File: src/design/jsu_pkg.sv
// Shared types for the JSON string unescaper.
// Holds the command beat passed from the parser front end to the byte
// generator back end, and the result status codes. No dependencies.
package jsu_pkg;

    // Result status codes.
    localparam logic [1:0] ST_BYTE  = 2'd0;
    localparam logic [1:0] ST_CLOSE = 2'd1;
    localparam logic [1:0] ST_ERR   = 2'd2;

    // Main action of one command beat.
    typedef enum logic [2:0] {
        M_NONE,
        M_BYTE,
        M_CP,
        M_CLOSE,
        M_ERR
    } t_main;

    // One command: optionally the three bytes of a held high surrogate,
    // then the main action.
    typedef struct packed {
        logic        pre;
        logic [15:0] high;
        t_main       main;
        logic [20:0] val;
    } t_cmd;

    // Push port from the front end into the command queue.
    typedef struct packed {
        logic push;
        t_cmd cmd;
    } t_push;

endpackage

File: src/design/jsu_front.sv
// Front end of the JSON string unescaper: accepts text beats, runs the
// parse state machine and issues one command beat per productive item.
// Depends on jsu_pkg.
module jsu_front
    import jsu_pkg::*;
(
    input  logic        i_clk,
    input  logic        i_rst_n,
    input  logic        i_valid,
    input  logic        i_full,
    input  logic        i_kind,
    input  logic [7:0]  i_in_byte,
    output t_push       o_push
);

    typedef enum logic [3:0] {
        MODE_AWAIT,
        MODE_STR,
        MODE_ESC,
        MODE_HEX,
        MODE_HI,
        MODE_HI_ESC,
        MODE_HI_HEX,
        MODE_DONE,
        MODE_FAIL
    } t_mode;

    localparam logic [7:0] CH_QUOTE = 8'h22;
    localparam logic [7:0] CH_BSL   = 8'h5C;
    localparam logic [7:0] CH_U     = 8'h75;

    t_mode       r_mode, n_mode;
    logic [1:0]  r_cnt, n_cnt;
    logic [15:0] r_high, n_high;
    logic [15:0] r_low, n_low;
    t_cmd        cmd;
    logic        accept;
    logic        hex_ok;
    logic [3:0]  hex_d;
    logic        esc_ok;
    logic [7:0]  esc_b;
    logic [15:0] acc_hi;
    logic [15:0] acc_lo;

    // Hex digit decode, either case.
    always_comb begin
        hex_ok = 1'b1;
        hex_d  = 4'd0;
        if (i_in_byte >= 8'h30 && i_in_byte <= 8'h39) begin
            hex_d = i_in_byte[3:0];
        end else if ((i_in_byte >= 8'h61 && i_in_byte <= 8'h66) ||
                     (i_in_byte >= 8'h41 && i_in_byte <= 8'h46)) begin
            hex_d = i_in_byte[3:0] + 4'd9;
        end else begin
            hex_ok = 1'b0;
        end
    end

    // Single-character escape table.
    always_comb begin
        esc_ok = 1'b1;
        case (i_in_byte)
            8'h22:   esc_b = 8'h22;
            8'h5C:   esc_b = 8'h5C;
            8'h2F:   esc_b = 8'h2F;
            8'h62:   esc_b = 8'h08;
            8'h66:   esc_b = 8'h0C;
            8'h6E:   esc_b = 8'h0A;
            8'h72:   esc_b = 8'h0D;
            8'h74:   esc_b = 8'h09;
            default: begin
                esc_b  = 8'h00;
                esc_ok = 1'b0;
            end
        endcase
    end

    assign acc_hi = {r_high[11:0], hex_d};
    assign acc_lo = {r_low[11:0], hex_d};
    assign accept = i_valid && !i_full;

    // Parse step: next state and the command for this beat.
    always_comb begin
        n_mode   = r_mode;
        n_cnt    = r_cnt;
        n_high   = r_high;
        n_low    = r_low;
        cmd.pre  = 1'b0;
        cmd.high = r_high;
        cmd.main = M_NONE;
        cmd.val  = 21'd0;
        if (i_kind) begin
            // End of text: report an unfinished string, then start over.
            case (r_mode)
                MODE_AWAIT, MODE_STR, MODE_ESC, MODE_HEX: begin
                    cmd.main = M_ERR;
                end
                MODE_HI, MODE_HI_ESC, MODE_HI_HEX: begin
                    cmd.pre  = 1'b1;
                    cmd.main = M_ERR;
                end
                default: begin
                end
            endcase
            n_mode = MODE_AWAIT;
            n_cnt  = 2'd0;
            n_high = 16'd0;
            n_low  = 16'd0;
        end else begin
            case (r_mode)
                MODE_AWAIT: begin
                    if (i_in_byte == CH_QUOTE) begin
                        n_mode = MODE_STR;
                    end else begin
                        cmd.main = M_ERR;
                        n_mode   = MODE_FAIL;
                    end
                end
                MODE_STR, MODE_HI: begin
                    if (r_mode == MODE_HI && i_in_byte == CH_BSL) begin
                        n_mode = MODE_HI_ESC;
                    end else begin
                        // A held high surrogate that is not followed by an
                        // escape goes out on its own first.
                        cmd.pre = (r_mode == MODE_HI);
                        if (i_in_byte == CH_QUOTE) begin
                            cmd.main = M_CLOSE;
                            n_mode   = MODE_DONE;
                        end else if (i_in_byte == CH_BSL) begin
                            n_mode = MODE_ESC;
                        end else begin
                            cmd.main = M_BYTE;
                            cmd.val  = {13'd0, i_in_byte};
                            n_mode   = MODE_STR;
                        end
                    end
                end
                MODE_ESC, MODE_HI_ESC: begin
                    if (i_in_byte == CH_U) begin
                        n_cnt = 2'd0;
                        if (r_mode == MODE_ESC) begin
                            n_mode = MODE_HEX;
                            n_high = 16'd0;
                        end else begin
                            n_mode = MODE_HI_HEX;
                            n_low  = 16'd0;
                        end
                    end else begin
                        cmd.pre = (r_mode == MODE_HI_ESC);
                        if (esc_ok) begin
                            cmd.main = M_BYTE;
                            cmd.val  = {13'd0, esc_b};
                            n_mode   = MODE_STR;
                        end else begin
                            cmd.main = M_ERR;
                            n_mode   = MODE_FAIL;
                        end
                    end
                end
                MODE_HEX: begin
                    if (!hex_ok) begin
                        cmd.main = M_ERR;
                        n_mode   = MODE_FAIL;
                    end else begin
                        n_high = acc_hi;
                        n_cnt  = r_cnt + 2'd1;
                        if (r_cnt == 2'd3) begin
                            if (acc_hi >= 16'hD800 && acc_hi <= 16'hDBFF) begin
                                n_mode = MODE_HI;
                            end else begin
                                cmd.main = M_CP;
                                cmd.val  = {5'd0, acc_hi};
                                n_mode   = MODE_STR;
                            end
                        end
                    end
                end
                MODE_HI_HEX: begin
                    if (!hex_ok) begin
                        cmd.pre  = 1'b1;
                        cmd.main = M_ERR;
                        n_mode   = MODE_FAIL;
                    end else begin
                        n_low = acc_lo;
                        n_cnt = r_cnt + 2'd1;
                        if (r_cnt == 2'd3) begin
                            if (acc_lo >= 16'hDC00 && acc_lo <= 16'hDFFF) begin
                                // Surrogate pair: one supplementary code point.
                                cmd.main = M_CP;
                                cmd.val  = 21'h10000 + {1'b0, r_high[9:0], acc_lo[9:0]};
                                n_mode   = MODE_STR;
                            end else begin
                                cmd.pre = 1'b1;
                                if (acc_lo >= 16'hD800 && acc_lo <= 16'hDBFF) begin
                                    n_high = acc_lo;
                                    n_mode = MODE_HI;
                                end else begin
                                    cmd.main = M_CP;
                                    cmd.val  = {5'd0, acc_lo};
                                    n_mode   = MODE_STR;
                                end
                            end
                        end
                    end
                end
                default: begin
                end
            endcase
        end
    end

    // State registers.
    always_ff @(posedge i_clk) begin
        if (!i_rst_n) begin
            r_mode <= MODE_AWAIT;
            r_cnt  <= 2'd0;
            r_high <= 16'd0;
            r_low  <= 16'd0;
        end else if (accept) begin
            r_mode <= n_mode;
            r_cnt  <= n_cnt;
            r_high <= n_high;
            r_low  <= n_low;
        end
    end

    // Only items that produce results are queued.
    assign o_push.push = accept && (cmd.pre || cmd.main != M_NONE);
    assign o_push.cmd  = cmd;

endmodule

File: src/design/jsu_queue.sv
// Two-entry command queue between the parser front end and the byte
// generator back end. Depends on jsu_pkg.
module jsu_queue
    import jsu_pkg::*;
(
    input  logic  i_clk,
    input  logic  i_rst_n,
    input  t_push i_push,
    input  logic  i_pop,
    output logic  o_full,
    output logic  o_valid,
    output t_cmd  o_cmd
);

    t_cmd       r_mem [2];
    logic       r_wp;
    logic       r_rp;
    logic [1:0] r_count;

    assign o_full  = (r_count == 2'd2);
    assign o_valid = (r_count != 2'd0);
    assign o_cmd   = r_mem[r_rp];

    // Entry storage.
    always_ff @(posedge i_clk) begin
        if (i_push.push) begin
            r_mem[r_wp] <= i_push.cmd;
        end
    end

    // Pointers and occupancy.
    always_ff @(posedge i_clk) begin
        if (!i_rst_n) begin
            r_wp    <= 1'b0;
            r_rp    <= 1'b0;
            r_count <= 2'd0;
        end else begin
            if (i_push.push) begin
                r_wp <= !r_wp;
            end
            if (i_pop) begin
                r_rp <= !r_rp;
            end
            if (i_push.push && !i_pop) begin
                r_count <= r_count + 2'd1;
            end else if (!i_push.push && i_pop) begin
                r_count <= r_count - 2'd1;
            end
        end
    end

endmodule

File: src/design/jsu_back.sv
// Back end of the JSON string unescaper: expands one command beat into
// up to six result beats held in a shift line. Depends on jsu_pkg.
module jsu_back
    import jsu_pkg::*;
(
    input  logic        i_clk,
    input  logic        i_rst_n,
    input  logic        i_cmd_valid,
    input  t_cmd        i_cmd,
    output logic        o_pop,
    output logic        o_valid,
    input  logic        i_stall,
    output logic [7:0]  o_out_byte,
    output logic [1:0]  o_status,
    output logic        o_last
);

    typedef struct packed {
        logic [3:0][7:0] b;
        logic [2:0]      n;
    } t_enc;

    // UTF-8 encoding of one code point.
    function automatic t_enc enc(input logic [20:0] cp);
        t_enc e;
        e.b = '0;
        if (cp <= 21'h7F) begin
            e.b[0] = cp[7:0];
            e.n    = 3'd1;
        end else if (cp <= 21'h7FF) begin
            e.b[0] = 8'hC0 | {3'd0, cp[10:6]};
            e.b[1] = 8'h80 | {2'd0, cp[5:0]};
            e.n    = 3'd2;
        end else if (cp <= 21'hFFFF) begin
            e.b[0] = 8'hE0 | {4'd0, cp[15:12]};
            e.b[1] = 8'h80 | {2'd0, cp[11:6]};
            e.b[2] = 8'h80 | {2'd0, cp[5:0]};
            e.n    = 3'd3;
        end else begin
            e.b[0] = 8'hF0 | {5'd0, cp[20:18]};
            e.b[1] = 8'h80 | {2'd0, cp[17:12]};
            e.b[2] = 8'h80 | {2'd0, cp[11:6]};
            e.b[3] = 8'h80 | {2'd0, cp[5:0]};
            e.n    = 3'd4;
        end
        return e;
    endfunction

    logic [7:0] r_byte [6];
    logic [1:0] r_stat [6];
    logic [2:0] r_cnt;
    logic [7:0] l_byte [6];
    logic [1:0] l_stat [6];
    logic [2:0] l_cnt;
    t_enc       hi_e;
    t_enc       main_e;
    logic [1:0] main_st;
    logic       take;
    logic       load;

    assign take  = (r_cnt != 3'd0) && !i_stall;
    assign load  = i_cmd_valid && ((r_cnt == 3'd0) || (r_cnt == 3'd1 && take));
    assign o_pop = load;

    // Main action of the command as a short byte list.
    always_comb begin
        hi_e    = enc({5'd0, i_cmd.high});
        main_e  = '0;
        main_st = ST_BYTE;
        case (i_cmd.main)
            M_BYTE: begin
                main_e.b[0] = i_cmd.val[7:0];
                main_e.n    = 3'd1;
            end
            M_CP: begin
                main_e = enc(i_cmd.val);
            end
            M_CLOSE: begin
                main_e.n = 3'd1;
                main_st  = ST_CLOSE;
            end
            M_ERR: begin
                main_e.n = 3'd1;
                main_st  = ST_ERR;
            end
            default: begin
            end
        endcase
    end

    // Beat list to load: held surrogate bytes first, then the main action.
    always_comb begin
        for (int k = 0; k < 6; k++) begin
            l_byte[k] = 8'd0;
            l_stat[k] = ST_BYTE;
        end
        if (i_cmd.pre) begin
            for (int k = 0; k < 3; k++) begin
                l_byte[k]     = hi_e.b[k];
                l_byte[k + 3] = main_e.b[k];
                l_stat[k + 3] = main_st;
            end
            l_cnt = 3'd3 + main_e.n;
        end else begin
            for (int k = 0; k < 4; k++) begin
                l_byte[k] = main_e.b[k];
                l_stat[k] = main_st;
            end
            l_cnt = main_e.n;
        end
    end

    // Output shift line.
    always_ff @(posedge i_clk) begin
        if (load) begin
            for (int k = 0; k < 6; k++) begin
                r_byte[k] <= l_byte[k];
                r_stat[k] <= l_stat[k];
            end
        end else if (take) begin
            for (int k = 0; k < 5; k++) begin
                r_byte[k] <= r_byte[k + 1];
                r_stat[k] <= r_stat[k + 1];
            end
        end
    end

    // Beat count.
    always_ff @(posedge i_clk) begin
        if (!i_rst_n) begin
            r_cnt <= 3'd0;
        end else if (load) begin
            r_cnt <= l_cnt;
        end else if (take) begin
            r_cnt <= r_cnt - 3'd1;
        end
    end

    assign o_valid    = (r_cnt != 3'd0);
    assign o_out_byte = r_byte[0];
    assign o_status   = r_stat[0];
    assign o_last     = (r_cnt == 3'd1);

endmodule

File: src/design/json_string_unescape_utf8_core.sv
// JSON string unescaper to UTF-8, top level.
// Input channel: i_valid, o_stall, i_kind (0 = text byte, 1 = end of text),
// i_in_byte. A beat is taken on a clock edge with i_valid high and o_stall low.
// Output channel: o_valid, i_stall, o_out_byte, o_status (0 byte, 1 closed,
// 2 error), o_last marking the final result of one input beat.
// The parser takes one input beat per cycle while o_stall is low and writes a
// command into a two-entry queue; the back end turns each command into 1 to 6
// result beats, one per cycle while i_stall is low. With the back end idle, a
// beat's command is registered in the queue, then loaded into the output shift
// line. Throughput is one input beat per cycle while each beat yields at most
// one result and i_stall is low; a beat with more results holds the back end
// until its last result is taken; o_stall is high while the queue is full.
// Beats that give no result (opening quote, escape prefixes, hex digits that
// do not end a code point, bytes after close or error) are accepted without a command.
// A high i_stall holds the current result beat unchanged; the queue then
// fills and stalls the input. Synchronous reset (i_rst_n low) empties the
// queue and output and returns the parser to waiting for an opening quote.
// Depends on jsu_pkg, jsu_front, jsu_queue and jsu_back.
module json_string_unescape_utf8_core
    import jsu_pkg::*;
(
    input  logic       i_clk,
    input  logic       i_rst_n,
    input  logic       i_valid,
    output logic       o_stall,
    input  logic       i_kind,
    input  logic [7:0] i_in_byte,
    output logic       o_valid,
    input  logic       i_stall,
    output logic [7:0] o_out_byte,
    output logic [1:0] o_status,
    output logic       o_last
);

    t_push push;
    logic  q_full;
    logic  q_valid;
    t_cmd  q_cmd;
    logic  pop;

    assign o_stall = q_full;

    // Parser.
    jsu_front u_front (
        .i_clk     (i_clk),
        .i_rst_n   (i_rst_n),
        .i_valid   (i_valid),
        .i_full    (q_full),
        .i_kind    (i_kind),
        .i_in_byte (i_in_byte),
        .o_push    (push)
    );

    // Command queue.
    jsu_queue u_queue (
        .i_clk   (i_clk),
        .i_rst_n (i_rst_n),
        .i_push  (push),
        .i_pop   (pop),
        .o_full  (q_full),
        .o_valid (q_valid),
        .o_cmd   (q_cmd)
    );

    // Byte generator.
    jsu_back u_back (
        .i_clk       (i_clk),
        .i_rst_n     (i_rst_n),
        .i_cmd_valid (q_valid),
        .i_cmd       (q_cmd),
        .o_pop       (pop),
        .o_valid     (o_valid),
        .i_stall     (i_stall),
        .o_out_byte  (o_out_byte),
        .o_status    (o_status),
        .o_last      (o_last)
    );

endmodule
File: config.mk
export PLATFORM = sky130hd
export DESIGN_NAME = json_string_unescape_utf8_core
export DESIGN_NICKNAME = d
export VERILOG_FILES = /design/src/design/jsu_pkg.sv /design/src/design/jsu_front.sv /design/src/design/jsu_queue.sv /design/src/design/jsu_back.sv /design/src/design/json_string_unescape_utf8_core.sv
export SDC_FILE = /design/constraint.sdc
export NUM_CORES = 1
export LEC_CHECK = 0
export BUFFER_PORTS_ARGS = -buffer_cell sky130_fd_sc_hd__buf_2
export CORE_ASPECT_RATIO = 1.4
export CORE_MARGIN = 4
export CORE_UTILIZATION = 35
export CTS_CLUSTER_SIZE = 12
export DETAILED_ROUTE_END_ITERATION = 6
export MAX_ROUTING_LAYER = met4
export PLACE_DENSITY = 0.55
export SETUP_SLACK_MARGIN = 0.3
export SLEW_MARGIN = 15
export SYNTH_ARGS = -nofsm -noshare
export SYNTH_HDL_FRONTEND = slang
export SYNTH_SLANG_ARGS = --single-unit
File: constraint.sdc
create_clock -name i_clk -period 6.35 [get_ports i_clk]
set_input_delay 0.9525 -clock i_clk [delete_from_list [all_inputs] [get_ports i_clk]]
set_output_delay 0.9525 -clock i_clk [all_outputs]
set_load 0.02 [all_outputs]
-- After elaboration in Yosys (flattened, before gate mapping)
Memories as Yosys holds them, arrays and structs flattened. A register that Yosys moved wholly into a read port is not among the register bits.
Cells that the tools add are included.
- register bits after elaboration: 41
- bits of input ports: 13
- word-level logic and storage cells: 235
- memories: 3
- RAM bits: 142
- output and inout port bits: 13
- memories (memory ; depth ; bits a word ; read ports ; clocked after Yosys merged registers in ; wr ports ; RTL line ; source):
    u_queue.r_mem ; 2 ; 41 ; 1 ; 1 ; 1 ; jsu_queue.sv:15 ; t_cmd r_mem [2];
    u_back.r_byte ; 6 ; 8 ; 6 ; 0 ; 6 ; jsu_back.sv:49 ; logic [7:0] r_byte [6];
    u_back.r_stat ; 6 ; 2 ; 6 ; 0 ; 6 ; jsu_back.sv:50 ; logic [1:0] r_stat [6];
- $lt $le $gt $ge: 17
- equal/unequal tests: 33
- bitwise logic cells: 10
- add/sub/neg operators: 7
- reduce and logical (&&, ||, !) cells: 45
- mux-type cells: 112
- operators with widths (cell ; count):
    $mux 16 ; 11
    $mux 24 ; 7
    $mux 21 ; 4
    $pmux 21 s4 ; 1
    $eq 8x7->1 const B ; 7
    $mux 8 ; 7
    $pmux 7 s8 ; 1
    $ge 16x16->1 const B ; 3
    $le 16x16->1 const B ; 3
    $mux 12 ; 4
    $mux 4 ; 12
    $pmux 16 s3 ; 1
    $mux 23 ; 2
    $mux 3 ; 15
    $mux 32 ; 1
    $mux 25 ; 1
    $pmux 12 s2 ; 1
    $mux 11 ; 2
    $mux 2 ; 11
    $mux 22 ; 1
    $add 17x20->21 const A ; 1
    $le 21x11->1 const B ; 1
    $le 21x16->1 const B ; 1
    $le 21x7->1 const B ; 1
    51 further kinds ; 125

-- Depth between registers and ports, before layout
Gate-level depths: netlist (run 1).
- depth in word-level cells: 20
- depth in mapped cells: 14
- depth with buffers taken out: 13

-- Cells and area by module
A second synthesis (run 1) with hierarchy kept.
- cell total of the unflattened synthesis: 927
- area, all modules: 9775.6 sq um
- modules (own cells, without submodules) (module ; seq. area each (sq um) ; cells an instance ; area each (sq um) ; instances):
    jsu_back ; 1801.7 ; 382 ; 3776.1 ; 1
    jsu_queue ; 2562.5 ; 150 ; 3180.6 ; 1
    jsu_front ; 680.7 ; 395 ; 2819.0 ; 1

-- Least setup slack after synthesis (run 1)
No wires, ideal clock.
- path kind: input to register
- from: input port i_stall
- to: memory u_back.r_byte[0][0], enable pin
- cell stages on the path: 1
- arrival: 4.428 ns
- data required time: 5.827 ns
- library setup time: 0.523 ns
- buffers on the path: 0
- path slack: 1.398 ns
- cells stage by stage: o21ai_0
- RTL lines (item ; RTL line ; source):
    start: declaration ; json_string_unescape_utf8_core.sv:29 ; input logic i_stall,
    end: declaration ; jsu_back.sv:49 ;

==> results.txt, run 1 <==
The buffer depth of the longest clock path is 2. The count of pins over their slew limit came out at 0. By count the netlist is led by sky130_fd_sc_hd__edfxtp_1, sky130_fd_sc_hd__nor2_1, sky130_fd_sc_hd__nand2_1. The per-cell routed wire length came out at 19.6 um. The sum of routed wire length over all layers came out at 26300 um. Setup violations remaining at the end of the flow were counted as 0.

The worst setup path is launched from a primary input. The headroom to the max-slew limit is between 30% and 40%. The post-CTS setup-driven buffer insertion count came out at 0. The number of nets with antenna violations after detailed routing came out at 0. The cell area after synthesis is 0.00980 mm2. The post-cts repair resize count came out at 0.

The HPWL after detailed placement came out at 19500 um. The routed via count is 7387. Setup repair after global routing left no endpoint under its margin. Using the TritonRoute via totals, the vias-per-cell ratio works out to about 5.5.

The total global routing track utilization came out at 17.8%. The count of inserted antenna diode cells came out at 0. The DRC violation total after the first TritonRoute iteration is around 660. The final hold violation count is 0.

CTS saw 182 sinks. Once placement finished, the instance area stood at 0.0102 mm2. The total power of the final layout is 0.00430 W.

The final setup TNS is 0 ns. For this run, the number of Yosys warnings is 0. The worst voltage drop across the vdd grid came out at ~200 uV. The horizontal die dimension is ~150 um. The end-of-flow core utilization is 39.1%. After detailed routing, the number of remaining DRC violations is 0.

The post-route minimum period came out at 4.12 ns. The clock skew is approximately 0.012 ns. STA classifies the critical path endpoint as a register. The leakage power of the design is roughly 3.6 nW. The proportion of synthesized flip-flops having asynchronous set or reset came out at 0%. The average instance area after synthesis is between 10 and 15 um2. The worst hold path belongs to the class register to register. The post-route cell area is 0.0108 mm2.

The largest net degree at the start of global routing is 53. After clock tree synthesis, the flow added hold-fix buffers numbering 0. The transition time at the pin with the least slew margin is 0.968 ns. The run finished with clean final reports.

The first-pass iteration count of the detailed router came out at 5. The count of cell types in the netlist came out at between 70 and 80. The data arrival time of the critical path is roughly 4.2 ns. The number of max-cap violations came out at 0. The area added between synthesis and finish is 10.4%. The portion of the post-synthesis area used by sequential elements came out at 51.5%. The first global-routing pass estimated 40900 um of wire. The post-route clock period utilization is 64.8%. The total global routing overflow came out at 0. The final net count is 983. The biggest area contributor in the post-synthesis netlist is sky130_fd_sc_hd__edfxtp_1. The total CTS buffers is 17. The number of flops mapped to enable cells by yosys is 140. The number of standard cells after synthesis is 964.

Among all flip-flop cells after synthesis, the most frequent one is sky130_fd_sc_hd__edfxtp_1. By area the synthesized netlist is led by sky130_fd_sc_hd__edfxtp_1, sky130_fd_sc_hd__dfxtp_1, sky130_fd_sc_hd__nor2_1, sky130_fd_sc_hd__mux2i_1, sky130_fd_sc_hd__nand2_1. The number of fillers in the final layout came out at 2769. The most numerous cell in the Yosys netlist is sky130_fd_sc_hd__edfxtp_1.

The H-tree depth is 4. The later pin in the worst-skew pair is clocked with a latency of 0.43 ns. The worst register-to-register path has a setup slack of about 2.6 ns.

In this run the worst path has a maximum fanout of 41. After clock tree synthesis, the clock-pin slew on the worst setup and hold paths is 0.06 ns. The core region is roughly 0.028 mm2. The CTS tree is built. The initial utilization of the core area, before any placement, comes to a little over a third. The final estimated routing congestion in global placement came out at about 0.94. Data on the critical path is required at its endpoint by 6.40 ns. The flop and latch count out of synthesis came out at roughly 180. The number of global-route vias before repair is 7296. Of the post-synthesis cell area, the dominant cell type holds between 40 and 50%. The highest attainable clock frequency came out at 0.243 GHz. The height of the chip is 206 um.

The number of antenna violations at the first check in global routing came out at 0. The number of ports placed on the die boundary is 26. The tree is rooted in a sky130_fd_sc_hd__clkbuf_16.

The floorplan row count is 72. The die covers 0.0308 mm2. The power density relative to cell area is 398 mW/mm2.

The post-synth net total is 989. The critical path in this run is classified as primary input to register. The number of buffer cells added on primary ports came out at 25. The ratio of cells with drive above 1 in the final layout came out at 11.5%.
-- layout by cell type (no fill, tap or decap), types with 4 or more instances in the layout --
| cell type | netlist | final |
|---|---|---|
| sky130_fd_sc_hd__a31oi_1 | 13 | 13 |
| sky130_fd_sc_hd__o21ai_0 | 49 | 48 |
| sky130_fd_sc_hd__nand3_1 | 33 | 33 |
| sky130_fd_sc_hd__or3_1 | 4 | 4 |
| sky130_fd_sc_hd__nor3_1 | 37 | 36 |
| sky130_fd_sc_hd__o21a_1 | 11 | 11 |
| sky130_fd_sc_hd__nor3b_1 | 10 | 10 |
| sky130_fd_sc_hd__clkbuf_16 | 0 | 17 |
| sky130_fd_sc_hd__nor2_1 | 104 | 104 |
| sky130_fd_sc_hd__nand2b_1 | 10 | 10 |
| sky130_fd_sc_hd__o31ai_1 | 8 | 8 |
| sky130_fd_sc_hd__nand2_1 | 92 | 92 |
| sky130_fd_sc_hd__and2_1 | 15 | 14 |
| sky130_fd_sc_hd__and3_1 | 11 | 11 |
| sky130_fd_sc_hd__mux2_2 | 13 | 13 |
| sky130_fd_sc_hd__a221oi_1 | 19 | 19 |
| sky130_fd_sc_hd__o21ai_1 | 5 | 4 |
| sky130_fd_sc_hd__nor2b_1 | 15 | 15 |
| sky130_fd_sc_hd__inv_1 | 19 | 19 |
| sky130_fd_sc_hd__ha_1 | 12 | 12 |
| sky130_fd_sc_hd__a21boi_0 | 21 | 21 |
| sky130_fd_sc_hd__or4_1 | 4 | 4 |
| sky130_fd_sc_hd__mux2i_1 | 36 | 35 |
| sky130_fd_sc_hd__nor4_1 | 7 | 7 |
| sky130_fd_sc_hd__edfxtp_1 | 140 | 140 |
| sky130_fd_sc_hd__a21oi_1 | 48 | 48 |
| sky130_fd_sc_hd__a21o_1 | 12 | 12 |
| sky130_fd_sc_hd__o211ai_1 | 9 | 9 |
| sky130_fd_sc_hd__o221ai_1 | 5 | 5 |
| sky130_fd_sc_hd__o22ai_1 | 12 | 12 |
| sky130_fd_sc_hd__buf_4 | 11 | 15 |
| sky130_fd_sc_hd__a22oi_1 | 9 | 9 |
| sky130_fd_sc_hd__xnor2_1 | 7 | 7 |
| sky130_fd_sc_hd__buf_2 | 14 | 25 |
| sky130_fd_sc_hd__dfxtp_1 | 42 | 41 |
| sky130_fd_sc_hd__clkinvlp_4 | 0 | 4 |
-- final timing paths --
| check | end | depth (start not counted) | startpoint |
|---|---|---|---|
| setup / recovery | u_queue.r_mem[1][17] | 11 | i_in_byte[1] |
| hold / removal | u_queue.r_mem[0][37] | 0 | u_front.r_high[13] |
| setup reg to reg | u_queue.r_mem[1][17] | 8 | u_front.r_mode[1] |
| hold reg to reg | u_queue.r_mem[0][37] | 0 | u_front.r_high[13] |
-- layer usage --
metal,up-vias,GRT usage [%],part of all wire (%)
li1,3599,-,-
met1,3495,19.0,39
met2,222,31.2,51
met3,71,2.83,3.4
met4,0,10.1,5.8
met5,-,-,0
-- sequential cells by signal (all words and copies together), names as in the netlist, named ones only --
register / flops
u_front.r_low: 12
u_front.r_cnt: 2
u_front.r_mode: 4
u_back.r_byte: 46
u_back.r_cnt: 3
u_queue.r_mem: 82
u_front.r_high: 16
u_queue.r_wp: 1
u_queue.r_rp: 1
u_queue.r_count: 2
u_back.r_stat: 12
-- cell type report --
class | instances | area [um2] | area share, %
Sequential cell | 182 | 5050 | 46.7
Multi-Input combinational cell | 698 | 4380 | 40.5
Tap cell | 370 | 463 | 4.28
Clock buffer | 18 | 439 | 4.06
Timing Repair Buffer | 40 | 238 | 2.20
Clock inverter | 14 | 174 | 1.61
Inverter | 19 | 71.3 | 0.660
-- where the power goes --
part,switching [W],internal (W),total (W)
logic,0.000911,0.000456,0.00137
clock network,0.000449,0.000633,0.00108
registers,0.000127,0.00172,0.00185
-- cell families after synthesis --
kind of cell	Yosys count	synth area share [%]
AND/OR/NAND/NOR	368	18.7
AO/OA/AOI/OAI	258	18.1
flip-flops	182	51.5
buffers and inverters	84	4.05
multiplexers	49	5.17
adder cells (fa/ha/maj)	13	1.63
XOR/XNOR	10	0.894
-- critical path: stages --
cell and delay [ns]:
sky130_fd_sc_hd__buf_2 0.20, sky130_fd_sc_hd__inv_1 0.09, sky130_fd_sc_hd__ha_1 0.27, sky130_fd_sc_hd__o21bai_1 0.29, sky130_fd_sc_hd__a21oi_2 0.17, sky130_fd_sc_hd__nor2_1 0.47
sky130_fd_sc_hd__a221oi_1 0.18, sky130_fd_sc_hd__a21boi_0 0.39, sky130_fd_sc_hd__nor3_1 0.11, sky130_fd_sc_hd__a21oi_2 0.21, sky130_fd_sc_hd__and2_2 0.80
-- metrics by stage --
stage          instances  setup slack (ns)  hold WS (ns)
5_1_grt             1341              1.90         0.484
2_1_floorplan        964              1.40         0.424
6_report            1341              2.23         0.472
3_3_place_gp        1309              1.89         0.442
3_5_place_dp        1309              1.81         0.455
4_1_cts             1341              2.28         0.471
Note: power is estimated with default switching activity, not from simulation.
==> run 2, diff against run 1 <==
- PLACE_DENSITY: 0.55 -> 0.57
- clock period: 6.35 -> 3.7 ns (I/O delays scaled with it)
==> results.txt, run 2 (synthesis gave the netlist of run 1 again) <==
The flow ran to the end, and the final reports show no timing, DRC or antenna violations. The worst voltage drop across the vdd grid was 311 uV (+56%). The horizontal die dimension came out at 149 um (unchanged). The total global routing track utilization is 17.7% (-0.10 points). The clock sink count was 182 (unchanged).

The internal power component came out at 0.00480 W (+70%). The per-cell routed wire length came to 19.0 um (-2.7%). By startpoint and endpoint, the worst setup path is classified as primary input to register.

The largest net degree at the start of global routing is 53 (unchanged). The worst setup slack for register-to-register paths is 0.52 ns (-2.08 ns). For this run, the top clock speed supported by timing is ~0.31 GHz. The total global routing overflow is 0 (unchanged). The number of nets with antenna violations after detailed routing is 0 (unchanged). The headroom to the max-slew limit is 22.4% (-12 points). The worst reg2reg path depth is 10 (+2). The post-cts repair resize count is 0 (unchanged).

The via density per instance was 5.46 (-0.97%). Setup repair after global routing could not meet its margin everywhere. The power density relative to cell area came out at 677 mW/mm2 (+70%). The number of fillers in the final layout came to 2754 (-0.54%). The final net count came out at 1010 (+2.7%). The flip-flop count of the largest register after layout was 82 (unchanged).

The buffer depth of the longest clock path is 2 (unchanged). The final hold violation count is 0 (unchanged). The sum of routed wire length over all layers is 26000 um (-0.78%). The data arrival time of the critical path is 3.55 ns (-0.62 ns). The worst register-to-register path ends at u_queue.r_mem[1][31]. The first-pass iteration count of the detailed router is 5 (unchanged). The total CTS buffers came out at 17 (unchanged). The cell at the root of the clock tree is sky130_fd_sc_hd__clkbuf_16. The sequential share of power is 42.4% (-0.6 points). The HPWL after detailed placement is 19500 um (about the same). The post-route met1 wirelength is 10300 um (+0.15%). The area added between synthesis and finish came out at 12.6%. The number of max-cap violations came out at 0 (unchanged). The post-cts hold buffer count came out at 0 (unchanged). The clock slew seen by the registers of the worst setup and hold paths was 0.07 ns (about the same). The DRC violation total after the first TritonRoute iteration is 531 (-20%). The leakage power of the design is 3.77 nW (+4.0%).

The count of pins over their slew limit came out at 0 (unchanged). The ratio of cells with drive above 1 in the final layout was 14.0% (+2.5 points). The path with the worst hold slack has its endpoint at u_queue.r_mem[1][37]. The tightest min-delay check is of the register to register type. The amount of wire on met3 after detailed routing is 869 um (-2.5%). The final estimated routing congestion in global placement came to 0.979 (+3.9%). The latest clock arrival within the worst-skew pair came out at 0.44 ns (about the same). The number of global-route vias before repair is 7321 (+0.34%). The die area is 0.0308 mm2 (unchanged).

The worst setup path is captured at a register. The number of antenna violations at the first check in global routing came out at 0 (unchanged). The transition time at the pin with the least slew margin was 1.16 ns (+0.187 ns). The cell count of the worst hold path is 0 (unchanged). The top cell types in the final layout, fill and taps aside, are sky130_fd_sc_hd__edfxtp_1, sky130_fd_sc_hd__nor2_1, sky130_fd_sc_hd__nand2_1.

The starting density of the core is 35.4% (unchanged). The length of routed met2 wiring is 13300 um (-1.5%). The total power of the final layout came to 0.00747 W (+74%). The proportion of total power due to net switching came out at 35.8% (+1.2 points). The final setup TNS is 0 ns (unchanged). The CTS tree is built.

The highest metal layer carrying signal wires in the routed design is met4. The number of ports placed on the die boundary came out at 26 (unchanged). STA classifies the critical path startpoint as a primary input. The library cell used most frequently in the layout, excluding fill and tap cells, is sky130_fd_sc_hd__edfxtp_1.

The maximum net fanout on the critical path came to 9 (-78%). The largest registers in the layout are u_queue.r_mem (82), u_back.r_byte (46), u_front.r_high (16). The area used by sequential logic in the layout came to 0.00505 mm2 (about the same). The post-route minimum period is ~3.2 ns. Ranked by flip-flop count, first place goes to u_queue.r_mem.

The total setup violations reported at the end of the flow came out at 0 (unchanged). The part of the total power dissipated in combinational logic is 33.0% (+1.2 points). The post-CTS setup-driven buffer insertion count is 0 (unchanged).

The required time reported for the critical path endpoint came to 4.07 ns (-2.33 ns). The clock share of power is 24.6% (-0.6 points). The routed via count came to 7463 (+1.0%). The number of buffer cells added on primary ports is 25 (unchanged). The switching component of the power came to 0.00268 W (+80%). The count of inserted antenna diode cells came to 0 (unchanged). The core area is 0.0277 mm2 (unchanged). The reg-to-reg startpoint is u_front.r_mode[0].

The post-route clock period utilization is 86.1%. The clock skew came out at 0.0121 ns (-0.000271 ns). The worst hold margin is 0.466 ns (-0.00690 ns). The multi-input combinational cell area is 0.00438 mm2 (about the same). The floorplan row count came to 72 (unchanged). The H-tree depth is 4 (unchanged). The height of the chip is 206 um (unchanged). The beginning of the worst hold path is u_front.r_high[13]. The number of remaining DRC errors came out at 0 (unchanged).

The first-pass GRT wire length is 40700 um (-0.55%).
==> run 2: cell count changes in the layout (fill, tap and decap cells not counted), sizes merged <==
cell	delta
inv	+7
bufinv	-2
clkbuf	-1
clkinvlp	-4
buf	+27
==> run 2: worst max-delay path, cell delays in order <==
cell                        delay, ns
sky130_fd_sc_hd__buf_2           0.19
sky130_fd_sc_hd__inv_1           0.09
sky130_fd_sc_hd__ha_1            0.21
sky130_fd_sc_hd__buf_4           0.16
sky130_fd_sc_hd__a2111oi_0       0.42
sky130_fd_sc_hd__a21o_1          0.22
sky130_fd_sc_hd__and4bb_2        0.31
sky130_fd_sc_hd__nor4bb_4        0.06
sky130_fd_sc_hd__a311oi_2        0.38
sky130_fd_sc_hd__a21oi_2         0.12
sky130_fd_sc_hd__ha_1            0.32
sky130_fd_sc_hd__or3_1           0.35
sky130_fd_sc_hd__a21boi_0        0.16
==> run 2: worst max path at each step <==
stage                       startpoint              endpoint  slack (ns)  cells after the start
after floorplan           i_in_byte[0]   u_queue.r_mem[1][0]        0.32                     10
after global placement    i_in_byte[0]    u_queue.r_count[1]        0.20                     13
after detailed placement  i_in_byte[1]    u_queue.r_count[1]        0.08                     13
after CTS                     register  u_back.r_byte[0][10]        0.43                      8
after global routing      i_in_byte[1]    u_queue.r_count[1]        0.25                     14
final                     i_in_byte[1]    u_queue.r_count[1]        0.51                     13
==> run 2: area by class of cell <==
| class | count | area share, % |
|---|---|---|
| Clock inverter | 15 | 1.63 |
| Tap cell | 370 | 4.20 |
| Inverter | 19 | 0.646 |
| Sequential cell | 182 | 45.8 |
| Timing Repair Buffer | 67 | 4.22 |
| Clock buffer | 17 | 3.86 |
| Multi-Input combinational cell | 698 | 39.7 |
==> run 2: routing by layer <==
metal | track usage (%) | up-vias
met5 | - | -
met4 | 9.94 | 0
met3 | 2.81 | 82
met2 | 30.6 | 217
met1 | 19.3 | 3501
li1 | - | 3663
==> run 2: per-stage QoR <==
| stage | std cells | instance area [um2] | setup WS [ns] | utilization, % |
|---|---|---|---|---|
| final | 1368 | 11000 | 0.514 | 39.9 |
| after global routing | 1368 | 11000 | 0.253 | 39.9 |
| after CTS | 1368 | 11000 | 0.431 | 39.9 |
| after detailed placement | 1336 | 10400 | 0.0835 | 37.7 |
| after global placement | 1336 | 10400 | 0.196 | 37.7 |
| after floorplan | 964 | 9800 | 0.324 | - |
==> run 2: power groups by stage <==
stage | sequential, W | combinational [W] | clock, W
final | 0.00317 | 0.00247 | 0.00184
after global routing | 0.00323 | 0.00272 | 0.00197
after CTS | 0.00318 | 0.00248 | 0.00187
after detailed placement | 0.00322 | 0.00248 | 0
after global placement | 0.00320 | 0.00246 | 0
after floorplan | 0.00313 | 0.00180 | 0
